==> config.mk <==
export PLATFORM = sky130hd
export DESIGN_NAME = keyed_alphabet_move_engine
export DESIGN_NICKNAME = d
export VERILOG_FILES = /design/src/hw/rtl/kam_pkg.sv /design/src/hw/rtl/keyed_alphabet_move_engine.sv /design/src/hw/rtl/kam_alpha_mem.sv /design/src/hw/rtl/kam_ctrl.sv
export SDC_FILE = /design/constraint.sdc
export NUM_CORES = 1
export LEC_CHECK = 0
export ABC_AREA = 1
export ABC_CLOCK_PERIOD_IN_PS = 5800
export BUFFER_PORTS_ARGS = -buffer_cell sky130_fd_sc_hd__buf_2
export CORE_UTILIZATION = 35
export CTS_CLUSTER_DIAMETER = 50
export DETAILED_ROUTE_END_ITERATION = 10
export GPL_TIMING_DRIVEN = 0
export PLACE_DENSITY_LB_ADDON = 0.15
export SLEW_MARGIN = 20
export SYNTH_ARGS = -nofsm -noshare
export SYNTH_HDL_FRONTEND = slang
export SYNTH_SLANG_ARGS = --single-unit
==> constraint.sdc <==
create_clock -name clk -period 5.8 [get_ports clk]
set_input_delay 0.29 -clock clk [delete_from_list [all_inputs] [get_ports clk]]
set_output_delay 0.29 -clock clk [all_outputs]
set_load 0.01 [all_outputs]
==> src/hw/rtl/kam_pkg.sv <==
package kam_pkg;

  localparam int LETTER_W    = 5;
  localparam int DEF_LETTERS = 26;

  // op codes
  localparam logic [1:0] OP_LOAD = 2'd0;
  localparam logic [1:0] OP_MOVE = 2'd1;
  localparam logic [1:0] OP_READ = 2'd2;

  // move classes
  localparam logic [1:0] CLS_RESIZE = 2'd0;
  localparam logic [1:0] CLS_TSWAP  = 2'd1;
  localparam logic [1:0] CLS_KSWAP  = 2'd2;

  // config register indexes
  localparam logic [1:0] CFG_GROW_THR = 2'd0;
  localparam logic [1:0] CFG_SWAP_THR = 2'd1;
  localparam logic [1:0] CFG_MIN_KW   = 2'd2;
  localparam logic [1:0] CFG_MAX_KW   = 2'd3;

  // reset values
  localparam logic [15:0]         GROW_THR_RESET = 16'd2621;
  localparam logic [15:0]         SWAP_THR_RESET = 16'd34079;
  localparam logic [LETTER_W-1:0] MIN_KW_RESET   = 5'd3;
  localparam logic [LETTER_W-1:0] MAX_KW_RESET   = 5'd13;
  localparam logic [LETTER_W-1:0] KW_RESET       = 5'd3;

  typedef struct packed {
    logic [1:0]          op;
    logic [15:0]         random_fraction;
    logic                coin_up;
    logic [LETTER_W-1:0] first_pos;
    logic [LETTER_W-1:0] second_pos;
    logic [LETTER_W-1:0] letter_in;
    logic [LETTER_W-1:0] keyword_in;
  } in_item_t;

  typedef struct packed {
    logic                status;
    logic [1:0]          move_class;
    logic [LETTER_W-1:0] keyword_len;
    logic [LETTER_W-1:0] position;
    logic [LETTER_W-1:0] letter;
    logic                last;
  } out_item_t;

  typedef struct packed {
    logic [15:0]         grow_threshold;
    logic [15:0]         swap_threshold;
    logic [LETTER_W-1:0] min_keyword;
    logic [LETTER_W-1:0] max_keyword;
  } cfg_t;

  // one write port, one read port per cycle
  typedef struct packed {
    logic                we;
    logic [LETTER_W-1:0] waddr;
    logic [LETTER_W-1:0] wdata;
    logic                re;
    logic [LETTER_W-1:0] raddr;
  } mem_req_t;

endpackage

==> src/hw/rtl/keyed_alphabet_move_engine.sv <==
// Keyed alphabet move engine. Holds an alphabet of ALPHABET_LETTERS letters
// (a keyword prefix followed by the remaining letters in ascending order) in a
// single-port-read, single-port-write synchronous memory, plus the keyword
// length. Ops: load one entry and the keyword length, apply one annealing
// move (resize, keyword-tail swap, in-keyword swap, picked by random_fraction
// against the two thresholds), or stream the alphabet out as one beat per
// letter with last on the final beat. Out-of-range positions give status 1
// and leave everything unchanged; op 3 is dropped with no beat. Items are
// handled one at a time; the next item is taken as soon as the previous
// item's final beat sits in the output register. Resize and keyword-tail
// swap end in a tail rebuild that reads the keyword once, then walks the
// letters until the tail is full. A read issues, captures and emits each
// of the N letters in turn (N = ALPHABET_LETTERS, 26 by default). A beat
// held back by a low out_ready stalls the block until it is taken. Reset
// gives the identity alphabet at once (per-entry valid bits, no clearing
// pass), keyword length 3 and the default thresholds/limits. The user must
// write the config registers through cfg_write/cfg_index/cfg_data only
// while the block is idle; the block itself does not enforce this.
module keyed_alphabet_move_engine
  import kam_pkg::*;
#(
  parameter int ALPHABET_LETTERS = DEF_LETTERS
) (
  input  logic        clk,
  input  logic        rst,
  input  logic        in_valid,
  output logic        in_ready,
  input  in_item_t    in_item,
  output logic        out_valid,
  input  logic        out_ready,
  output out_item_t   out_item,
  input  logic        cfg_write,
  input  logic [1:0]  cfg_index,
  input  logic [15:0] cfg_data
);

  localparam logic [5:0] N6      = 6'(ALPHABET_LETTERS);
  localparam logic [5:0] KW_MAX6 = 6'(ALPHABET_LETTERS - 1);

  cfg_t                cfg;
  mem_req_t            mem_req;
  logic [LETTER_W-1:0] mem_rdata;

  // config registers
  always_ff @(posedge clk) begin
    if (rst) begin
      cfg.grow_threshold <= GROW_THR_RESET;
      cfg.swap_threshold <= SWAP_THR_RESET;
      cfg.min_keyword    <= MIN_KW_RESET;
      cfg.max_keyword    <= MAX_KW_RESET;
    end else if (cfg_write) begin
      unique case (cfg_index)
        CFG_GROW_THR: cfg.grow_threshold <= cfg_data;
        CFG_SWAP_THR: cfg.swap_threshold <= cfg_data;
        CFG_MIN_KW:   cfg.min_keyword    <= cfg_data[LETTER_W-1:0];
        CFG_MAX_KW:   cfg.max_keyword    <= cfg_data[LETTER_W-1:0];
        default:      cfg.grow_threshold <= cfg.grow_threshold;
      endcase
    end
  end

  // alphabet store
  kam_alpha_mem #(
    .ALPHABET_LETTERS(ALPHABET_LETTERS)
  ) u_mem (
    .clk  (clk),
    .rst  (rst),
    .req  (mem_req),
    .rdata(mem_rdata)
  );

  // op sequencer, swap/rebuild/readout, output register
  kam_ctrl #(
    .ALPHABET_LETTERS(ALPHABET_LETTERS)
  ) u_ctrl (
    .clk      (clk),
    .rst      (rst),
    .cfg      (cfg),
    .in_valid (in_valid),
    .in_ready (in_ready),
    .in_item  (in_item),
    .out_valid(out_valid),
    .out_ready(out_ready),
    .out_item (out_item),
    .mem_req  (mem_req),
    .mem_rdata(mem_rdata)
  );

  // no read and write of the same entry in one cycle (no forwarding path)
  a_no_rw_clash: assert property (@(posedge clk) disable iff (rst)
    (mem_req.we && mem_req.re) |-> (mem_req.waddr != mem_req.raddr))
    else $error("memory read and write hit the same entry");

  // writes stay inside the alphabet
  a_waddr_range: assert property (@(posedge clk) disable iff (rst)
    mem_req.we |-> ({1'b0, mem_req.waddr} < N6))
    else $error("memory write out of range");

  // only readout produces non-final beats, and those are clean
  a_readout_beat: assert property (@(posedge clk) disable iff (rst)
    (out_valid && !out_item.last) |-> (!out_item.status && out_item.move_class == CLS_RESIZE))
    else $error("non-final beat not a readout beat");

  // keyword length always within 1..N-1
  a_kw_range: assert property (@(posedge clk) disable iff (rst)
    out_valid |-> (out_item.keyword_len != '0 && {1'b0, out_item.keyword_len} <= KW_MAX6))
    else $error("keyword length out of range");

  // no new item is taken during a swap or rebuild-fill write
  a_busy_no_accept: assert property (@(posedge clk) disable iff (rst)
    (mem_req.we && mem_req.waddr != in_item.first_pos) |-> !(in_valid && in_ready) ||
    (mem_req.wdata == in_item.letter_in))
    else $error("item accepted during sequencer write");

endmodule

==> src/hw/rtl/kam_alpha_mem.sv <==
module kam_alpha_mem
  import kam_pkg::*;
#(
  parameter int ALPHABET_LETTERS = DEF_LETTERS
) (
  input  logic                clk,
  input  logic                rst,
  input  mem_req_t            req,
  output logic [LETTER_W-1:0] rdata
);

  localparam int AW = (ALPHABET_LETTERS > 1) ? $clog2(ALPHABET_LETTERS) : 1;

  logic [LETTER_W-1:0]         mem [ALPHABET_LETTERS];
  logic [ALPHABET_LETTERS-1:0] vld;
  logic [AW-1:0]               wa;
  logic [AW-1:0]               ra;

  assign wa = req.waddr[AW-1:0];
  assign ra = req.raddr[AW-1:0];

  // entry never written reads as its own index (identity alphabet)
  always_ff @(posedge clk) begin
    if (rst) begin
      vld <= '0;
    end else if (req.we) begin
      vld[wa] <= 1'b1;
    end
  end

  always_ff @(posedge clk) begin
    if (req.we) begin
      mem[wa] <= req.wdata;
    end
    if (req.re) begin
      rdata <= vld[ra] ? mem[ra] : LETTER_W'(ra);
    end
  end

endmodule

==> src/hw/rtl/kam_ctrl.sv <==
module kam_ctrl
  import kam_pkg::*;
#(
  parameter int ALPHABET_LETTERS = DEF_LETTERS
) (
  input  logic                clk,
  input  logic                rst,
  input  cfg_t                cfg,
  input  logic                in_valid,
  output logic                in_ready,
  input  in_item_t            in_item,
  output logic                out_valid,
  input  logic                out_ready,
  output out_item_t           out_item,
  output mem_req_t            mem_req,
  input  logic [LETTER_W-1:0] mem_rdata
);

  localparam int AW = (ALPHABET_LETTERS > 1) ? $clog2(ALPHABET_LETTERS) : 1;
  localparam int CW = $clog2(ALPHABET_LETTERS + 1);
  localparam logic [CW-1:0] N_C     = CW'(ALPHABET_LETTERS);
  localparam logic [CW-1:0] LAST_C  = CW'(ALPHABET_LETTERS - 1);
  localparam logic [5:0]    N6      = 6'(ALPHABET_LETTERS);
  localparam logic [5:0]    KW_MAX6 = 6'(ALPHABET_LETTERS - 1);

  typedef enum logic [3:0] {
    S_IDLE,
    S_SW_B,
    S_SW_W1,
    S_SW_W2,
    S_RB_KW,
    S_RB_FILL,
    S_RD_ISSUE,
    S_RD_DATA,
    S_EMIT
  } state_t;

  state_t                      state;
  logic [LETTER_W-1:0]         kw;
  in_item_t                    item;
  logic [1:0]                  cls;
  logic [LETTER_W-1:0]         tmp_a;
  logic [CW-1:0]               cnt;
  logic [CW-1:0]               fill_m;
  logic [ALPHABET_LETTERS-1:0] seen;
  logic                        rd_pend;
  logic                        more;
  out_item_t                   pend;

  logic                accept;
  logic                slot_free;
  logic [5:0]          kw6;
  logic                load_ok;
  logic                is_resize;
  logic                is_tswap;
  logic                tswap_ok;
  logic                kswap_ok;
  logic [5:0]          rk;
  logic [LETTER_W-1:0] resize_kw;
  logic                fill_done;
  logic                rd_last;

  function automatic out_item_t mk_res(input logic st, input logic [1:0] c,
                                       input logic [LETTER_W-1:0] k);
    out_item_t r;
    r.status      = st;
    r.move_class  = c;
    r.keyword_len = k;
    r.position    = '0;
    r.letter      = '0;
    r.last        = 1'b1;
    return r;
  endfunction

  assign in_ready  = (state == S_IDLE) && !rst;
  assign accept    = in_valid && in_ready;
  assign slot_free = !out_valid || out_ready;
  assign kw6       = {1'b0, kw};

  assign load_ok = ({1'b0, in_item.first_pos} < N6) && ({1'b0, in_item.letter_in} < N6) &&
                   (in_item.keyword_in != '0) && ({1'b0, in_item.keyword_in} <= KW_MAX6);
  assign is_resize = in_item.random_fraction < cfg.grow_threshold;
  assign is_tswap  = !is_resize && (in_item.random_fraction < cfg.swap_threshold);
  assign tswap_ok  = (in_item.first_pos < kw) && (in_item.second_pos >= kw) &&
                     ({1'b0, in_item.second_pos} < N6);
  assign kswap_ok  = (in_item.first_pos < kw) && (in_item.second_pos < kw);

  // resize: forced grow at min, forced shrink at max, else coin; then clamp
  always_comb begin
    priority if (kw <= cfg.min_keyword) begin
      rk = kw6 + 6'd1;
    end else if (kw >= cfg.max_keyword) begin
      rk = kw6 - 6'd1;
    end else if (in_item.coin_up) begin
      rk = kw6 + 6'd1;
    end else begin
      rk = kw6 - 6'd1;
    end
    priority if (rk == 6'd0) begin
      resize_kw = 5'd1;
    end else if (rk > KW_MAX6) begin
      resize_kw = KW_MAX6[LETTER_W-1:0];
    end else begin
      resize_kw = rk[LETTER_W-1:0];
    end
  end

  assign fill_done = (fill_m == N_C) || (cnt == N_C);
  assign rd_last   = (cnt == LAST_C);

  // memory port
  always_comb begin
    mem_req = '0;
    unique case (state)
      S_IDLE: begin
        if (accept && in_item.op == OP_LOAD && load_ok) begin
          mem_req.we    = 1'b1;
          mem_req.waddr = in_item.first_pos;
          mem_req.wdata = in_item.letter_in;
        end else if (accept && in_item.op == OP_MOVE && !is_resize &&
                     ((is_tswap && tswap_ok) || (!is_tswap && kswap_ok))) begin
          mem_req.re    = 1'b1;
          mem_req.raddr = in_item.first_pos;
        end
      end
      S_SW_B: begin
        mem_req.re    = 1'b1;
        mem_req.raddr = item.second_pos;
      end
      S_SW_W1: begin
        mem_req.we    = 1'b1;
        mem_req.waddr = item.first_pos;
        mem_req.wdata = mem_rdata;
      end
      S_SW_W2: begin
        mem_req.we    = 1'b1;
        mem_req.waddr = item.second_pos;
        mem_req.wdata = tmp_a;
      end
      S_RB_KW: begin
        mem_req.re    = 6'(cnt) < kw6;
        mem_req.raddr = LETTER_W'(cnt);
      end
      S_RB_FILL: begin
        if (!fill_done && !seen[cnt[AW-1:0]]) begin
          mem_req.we    = 1'b1;
          mem_req.waddr = LETTER_W'(fill_m);
          mem_req.wdata = LETTER_W'(cnt);
        end
      end
      S_RD_ISSUE: begin
        mem_req.re    = 1'b1;
        mem_req.raddr = LETTER_W'(cnt);
      end
      S_RD_DATA, S_EMIT: begin
        mem_req = '0;
      end
      default: begin
        mem_req = '0;
      end
    endcase
  end

  always_ff @(posedge clk) begin
    if (rst) begin
      state     <= S_IDLE;
      kw        <= KW_RESET;
      rd_pend   <= 1'b0;
      more      <= 1'b0;
      out_valid <= 1'b0;
    end else begin
      if (state == S_EMIT && slot_free) begin
        out_valid <= 1'b1;
        out_item  <= pend;
      end else if (out_ready) begin
        out_valid <= 1'b0;
      end

      unique case (state)
        S_IDLE: begin
          if (accept) begin
            item <= in_item;
            more <= 1'b0;
            unique case (in_item.op)
              OP_LOAD: begin
                if (load_ok) begin
                  kw <= in_item.keyword_in;
                end
                pend  <= mk_res(!load_ok, CLS_RESIZE, load_ok ? in_item.keyword_in : kw);
                state <= S_EMIT;
              end
              OP_MOVE: begin
                if (is_resize) begin
                  kw      <= resize_kw;
                  cls     <= CLS_RESIZE;
                  seen    <= '0;
                  cnt     <= '0;
                  rd_pend <= 1'b0;
                  state   <= S_RB_KW;
                end else if (is_tswap) begin
                  cls <= CLS_TSWAP;
                  if (tswap_ok) begin
                    state <= S_SW_B;
                  end else begin
                    pend  <= mk_res(1'b1, CLS_TSWAP, kw);
                    state <= S_EMIT;
                  end
                end else begin
                  cls <= CLS_KSWAP;
                  if (kswap_ok) begin
                    state <= S_SW_B;
                  end else begin
                    pend  <= mk_res(1'b1, CLS_KSWAP, kw);
                    state <= S_EMIT;
                  end
                end
              end
              OP_READ: begin
                cnt   <= '0;
                state <= S_RD_ISSUE;
              end
              default: begin
                state <= S_IDLE;  // unused op: no beat
              end
            endcase
          end
        end
        S_SW_B: begin
          tmp_a <= mem_rdata;
          state <= S_SW_W1;
        end
        S_SW_W1: begin
          state <= S_SW_W2;
        end
        S_SW_W2: begin
          if (cls == CLS_TSWAP) begin
            seen    <= '0;
            cnt     <= '0;
            rd_pend <= 1'b0;
            state   <= S_RB_KW;
          end else begin
            pend  <= mk_res(1'b0, cls, kw);
            state <= S_EMIT;
          end
        end
        S_RB_KW: begin
          // mark letters present in the keyword, one read in flight
          if (rd_pend && ({1'b0, mem_rdata} < N6)) begin
            seen[mem_rdata[AW-1:0]] <= 1'b1;
          end
          rd_pend <= mem_req.re;
          if (mem_req.re) begin
            cnt <= cnt + CW'(1);
          end else if (!rd_pend) begin
            cnt    <= '0;
            fill_m <= CW'(kw);
            state  <= S_RB_FILL;
          end
        end
        S_RB_FILL: begin
          // walk letters in ascending order, append the unseen ones
          if (fill_done) begin
            pend  <= mk_res(1'b0, cls, kw);
            state <= S_EMIT;
          end else begin
            if (!seen[cnt[AW-1:0]]) begin
              fill_m <= fill_m + CW'(1);
            end
            cnt <= cnt + CW'(1);
          end
        end
        S_RD_ISSUE: begin
          state <= S_RD_DATA;
        end
        S_RD_DATA: begin
          pend.status      <= 1'b0;
          pend.move_class  <= CLS_RESIZE;
          pend.keyword_len <= kw;
          pend.position    <= LETTER_W'(cnt);
          pend.letter      <= mem_rdata;
          pend.last        <= rd_last;
          more             <= !rd_last;
          cnt              <= cnt + CW'(1);
          state            <= S_EMIT;
        end
        S_EMIT: begin
          if (slot_free) begin
            state <= more ? S_RD_ISSUE : S_IDLE;
          end
        end
        default: begin
          state <= S_IDLE;
        end
      endcase
    end
  end

endmodule
==> metrics.md <==
| Metric | Value |
|---|---|
| Outcome | complete, no violations |
| Slew headroom | 0.401 |
| Post-synth top cells | nand2_1, edfxtp_1, inv_1, nor2_1, nand3_1 |
| Area of the multi-input gates | 5640 um^2 |
| TritonCTS clock tree | built |
| Worst-skew pair later-pin latency | 570 ps |
| DP Cell Count | 2,273 |
| Max incr delay on CP | 550 ps |
| CP Class | flip-flop to flip-flop |
| Placed wire-length estimate | 30,900 um |
| Pwr dens | 405 nW/um^2 |
| DR iter-0 viols | 810 |
| Syn_area_per_cell | 9.18 um^2 |
| Initial Utilization | 0.357 |
| Crit-path cells | clkinv_1 > ha_1 > a21oi_1 > o21ai_0 > nor2_1 > nand3_1 > nand3_1 > nand2_1 > inv_1 > nand2_1 > o21ai_1 > inv_1 > clkbuf_1 > nand3_1 > nand2_1 > nand2_1 > nand2_1 > nand2_1 > nand2_1 |
| Cells after Synth | 1,642 |
| Post-synthesis compound-gate area fraction | 0.0995 |
| Slew at the pin closest to its max-slew limit | 892 ps |
| Setup tns final | 0 ps |
| Die ar. | 43,900 um^2 |
| GP Congestion | 0.885 |
| Register area | 8390 um^2 |
| Largest net degree at the start of global routing | 25 |
| XOR/XNOR Fraction of Synth Area | 0.00639 |
| Setup Skew | 15.1 ps |
| Via/cell ratio | 4.99 |
| First drt pass iteration count | 5 |
| Worst Hold Path EP | cfg[2]$_SDFFE_PP1P_ |
| Worst Slack Setup Final | 1370 ps |
| CTS Sinks | 306 |
| Pre-CTS WS | 1400 ps |
| Port Buf Inserts | 82 |
| ANT nets after route | 0 |
| Worst Path Required | 6120 ps |
| Aggregate global-route resource usage | 0.198 |
| Clk pin slew, worst setup/hold paths | 50 ps |
| Post-CTS Setup Inserts | 0 |
| Via count | 11,800 |
| Worst hold path stage count | 3 |
| Main area contributors after synthesis | edfxtp_1, dfxtp_1, nand2_1, ha_1, inv_1 |
| Die Ht | 209 um |
| CP dominant cell by count | nand2_1 |
| Top-count cell post-synth | nand2_1 |
| Hold_buf cts | 16 |
| Post-Route WL | 42,600 um |
| Post-layout min period | 4430 ps |
| Setup crit end kind | flip-flop |
| Largest family of logic cells by synthesized area | simple AND/OR/NAND/NOR gates |
| Die W | 209 um |
| Vias in the first global route | 11,700 |
| Post-layout net count | 1,921 |
| Adder-cell share of the synthesized area | 0.0532 |
| Unrepaired setup endpoints after global routing | false |
| Layout cells sized above 1 | 0.119 |
| Critical path launch point type | flip-flop |
| Post-synth ARST share | 0 |
| Synth unique cells | 46 |
| Leakage | 7.35 nW |
| Final period util | 0.763 |
| Seq cells post-synth | 306 |
| Ys flop type | edfxtp_1 |
| Wire per inst | 18.0 um |
| CTS Buf Count | 43 |
| Worst path slowest cell | dfxtp_1 |
| Syn_nets | 1,768 |
| Area growth, synth to finish | 20.0% |
| Hold Fails Final Rpt | 0 |
| Final Setup Violations | 0 |
| Register area share after synthesis | 0.557 |
| Slew Limit Fails | 0 |
| Io pins | 83 |
| R2r startpoint | u_ctrl.kw[2]$_SDFFE_PP0P_ |
| Diodes inserted | 0 |
| Global-route wire length before repair | 66,400 um |
| WHS | 27.0 ps |
| R2R setup slack | 1370 ps |
| Initial antenna violation count | 0 |
| Critical path fanouts, max | 10 |
| Worst R2R End | u_mem.rdata[0]$_DFFE_PN_ |
| Core area | 42,200 um^2 |
| Power Total | 7.31 mW |
| R2R depth | 19 |
| Residual DRC | 0 |
| Fillers | 4,197 |
| Row cnt | 75 |
| Post-synthesis simple-gate area fraction | 0.208 |
| Post-Layout Cell Count | 2,369 |
| H-tree depth | 2 |
| Clock root cell | clkbuf_16 |
| Post-synth top area cell | edfxtp_1 |
| Hold Crit Start | cfg_data[2] |
| Max_cap viols | 0 |
| Fmax | 226 MHz |
| Yosys top cell area share | 0.450 |
| Clk buf depth | 3 |
| EDFF count, synth | 226 |
| Total number of yosys warnings | 0 |
| Multiplexer share of the synthesized area | 0.000664 |
| VDD IR-drop max | 0.166 mV |
| Post-CTS sizing | 0 |
| Synthesized area | 15,100 um^2 |
| Remaining Overflow, GRT | 0 |
| Worst hold path class | primary input to flip-flop |
| Crit path DAT | 4750 ps |
## stage by stage
| stage | instance area [um^2] | utilization |
|---|---|---|
| 4_1_cts | 18100 | 0.428 |
| 3_3_place_gp | 16200 | 0.382 |
| 2_1_floorplan | 15100 | - |
| 5_1_grt | 18100 | 0.428 |
| 6_report | 18100 | 0.428 |
| 3_5_place_dp | 16400 | 0.389 |
## cells by family (layout without fill, tap and decap cells)
family | Yosys count | in the layout
AND/OR/NAND/NOR | 717 | 717
flip-flops | 306 | 306
buffers and inverters | 281 | 469
AO/OA/AOI/OAI | 262 | 262
adder cells (fa/ha/maj) | 64 | 64
XOR/XNOR | 11 | 11
multiplexers | 1 | 1
## per-layer routing
layer	wire [um]	GRT usage	vias up
met3	2050	0.0340	81
met4	1160	0.0672	0
li1	-	-	5866
met5	0	0	-
met2	19500	0.319	288
met1	19900	0.269	5592
## state kept, by name (all words and copies together), names as in the netlist, 4 cells and up
register,cells
u_mem.mem,130
cfg,42
u_ctrl.seen,26
u_mem.vld,26
u_ctrl.out_item,19
u_ctrl.pend,19
u_ctrl.item,10
u_ctrl.cnt,5
u_ctrl.fill_m,5
u_ctrl.kw,5
u_ctrl.tmp_a,5
u_mem.rdata,5
u_ctrl.state,4
## how the worst max path moves through the flow
stage | startpoint | cells past startpoint | slack [ps] | end
5_1_grt | u_ctrl.kw[4]$_SDFFE_PP0P_ | 20 | 1080 | u_mem.rdata[0]$_DFFE_PN_
3_3_place_gp | in_item[26] | 13 | 630 | u_ctrl.seen[8]$_SDFFCE_PN0P_
3_5_place_dp | u_ctrl.kw[2]$_SDFFE_PP0P_ | 19 | 1400 | u_mem.rdata[1]$_DFFE_PN_
4_1_cts | u_ctrl.kw[2]$_SDFFE_PP0P_ | 19 | 1390 | u_mem.rdata[1]$_DFFE_PN_
6_report | u_ctrl.kw[2]$_SDFFE_PP0P_ | 19 | 1370 | u_mem.rdata[0]$_DFFE_PN_
2_1_floorplan | u_ctrl.state[3]$_SDFFE_PP0P_ | 11 | 2020 | u_ctrl.seen[0]$_SDFFCE_PN0P_
## critical path: cells and delay by family, from the launching register on
family / cells / cell delay [ps]
adders and majority gates: 1 / 430
buffers and inverters: 4 / 1150
AOI/OAI and AO/OA: 3 / 690
and+or+nand+nor: 11 / 1370
DFF: 1 / 550
## placed cells by master (no fill, tap or decap), drive strengths merged, types with 2 or more instances in the layout
cell type    netlist  final
a2111oi            3      3
a21oi            100    100
a31oi              4      4
buf               27    119
bufinv             0      7
clkbuf            30     81
clkinv             5     19
clkinvlp           0      4
dfxtp             80     80
dlygate4sd3        0     16
edfxtp           226    226
ha                64     64
inv              219    223
nand2            347    347
nand3            137    137
nand3b            26     26
nand4              8      8
nor2             163    163
nor3              29     29
nor4               5      5
o2111ai            8      8
o211ai            40     40
o21a               5      5
o21ai             92     92
o21bai             2      2
o22ai              2      2
xnor2              2      2
xor2               9      9
## power breakdown
part	total [mW]	switching (mW)	internal [mW]
Combinational	1.84	1.29	0.556
Clock	2.74	1.03	1.71
Sequential	2.73	0.106	2.62
Total	7.31	2.42	4.89
## final cells by class
type                       count  area share
buffer                        57      0.0166
clock inverter                29      0.0199
tap                          539      0.0373
sequential                   306       0.464
inverter                     224      0.0467
timing repair buffer         108      0.0410
clock buffer                  51      0.0624
multi-input combinational   1055       0.312
Note: power is estimated with default switching activity, not from simulation.
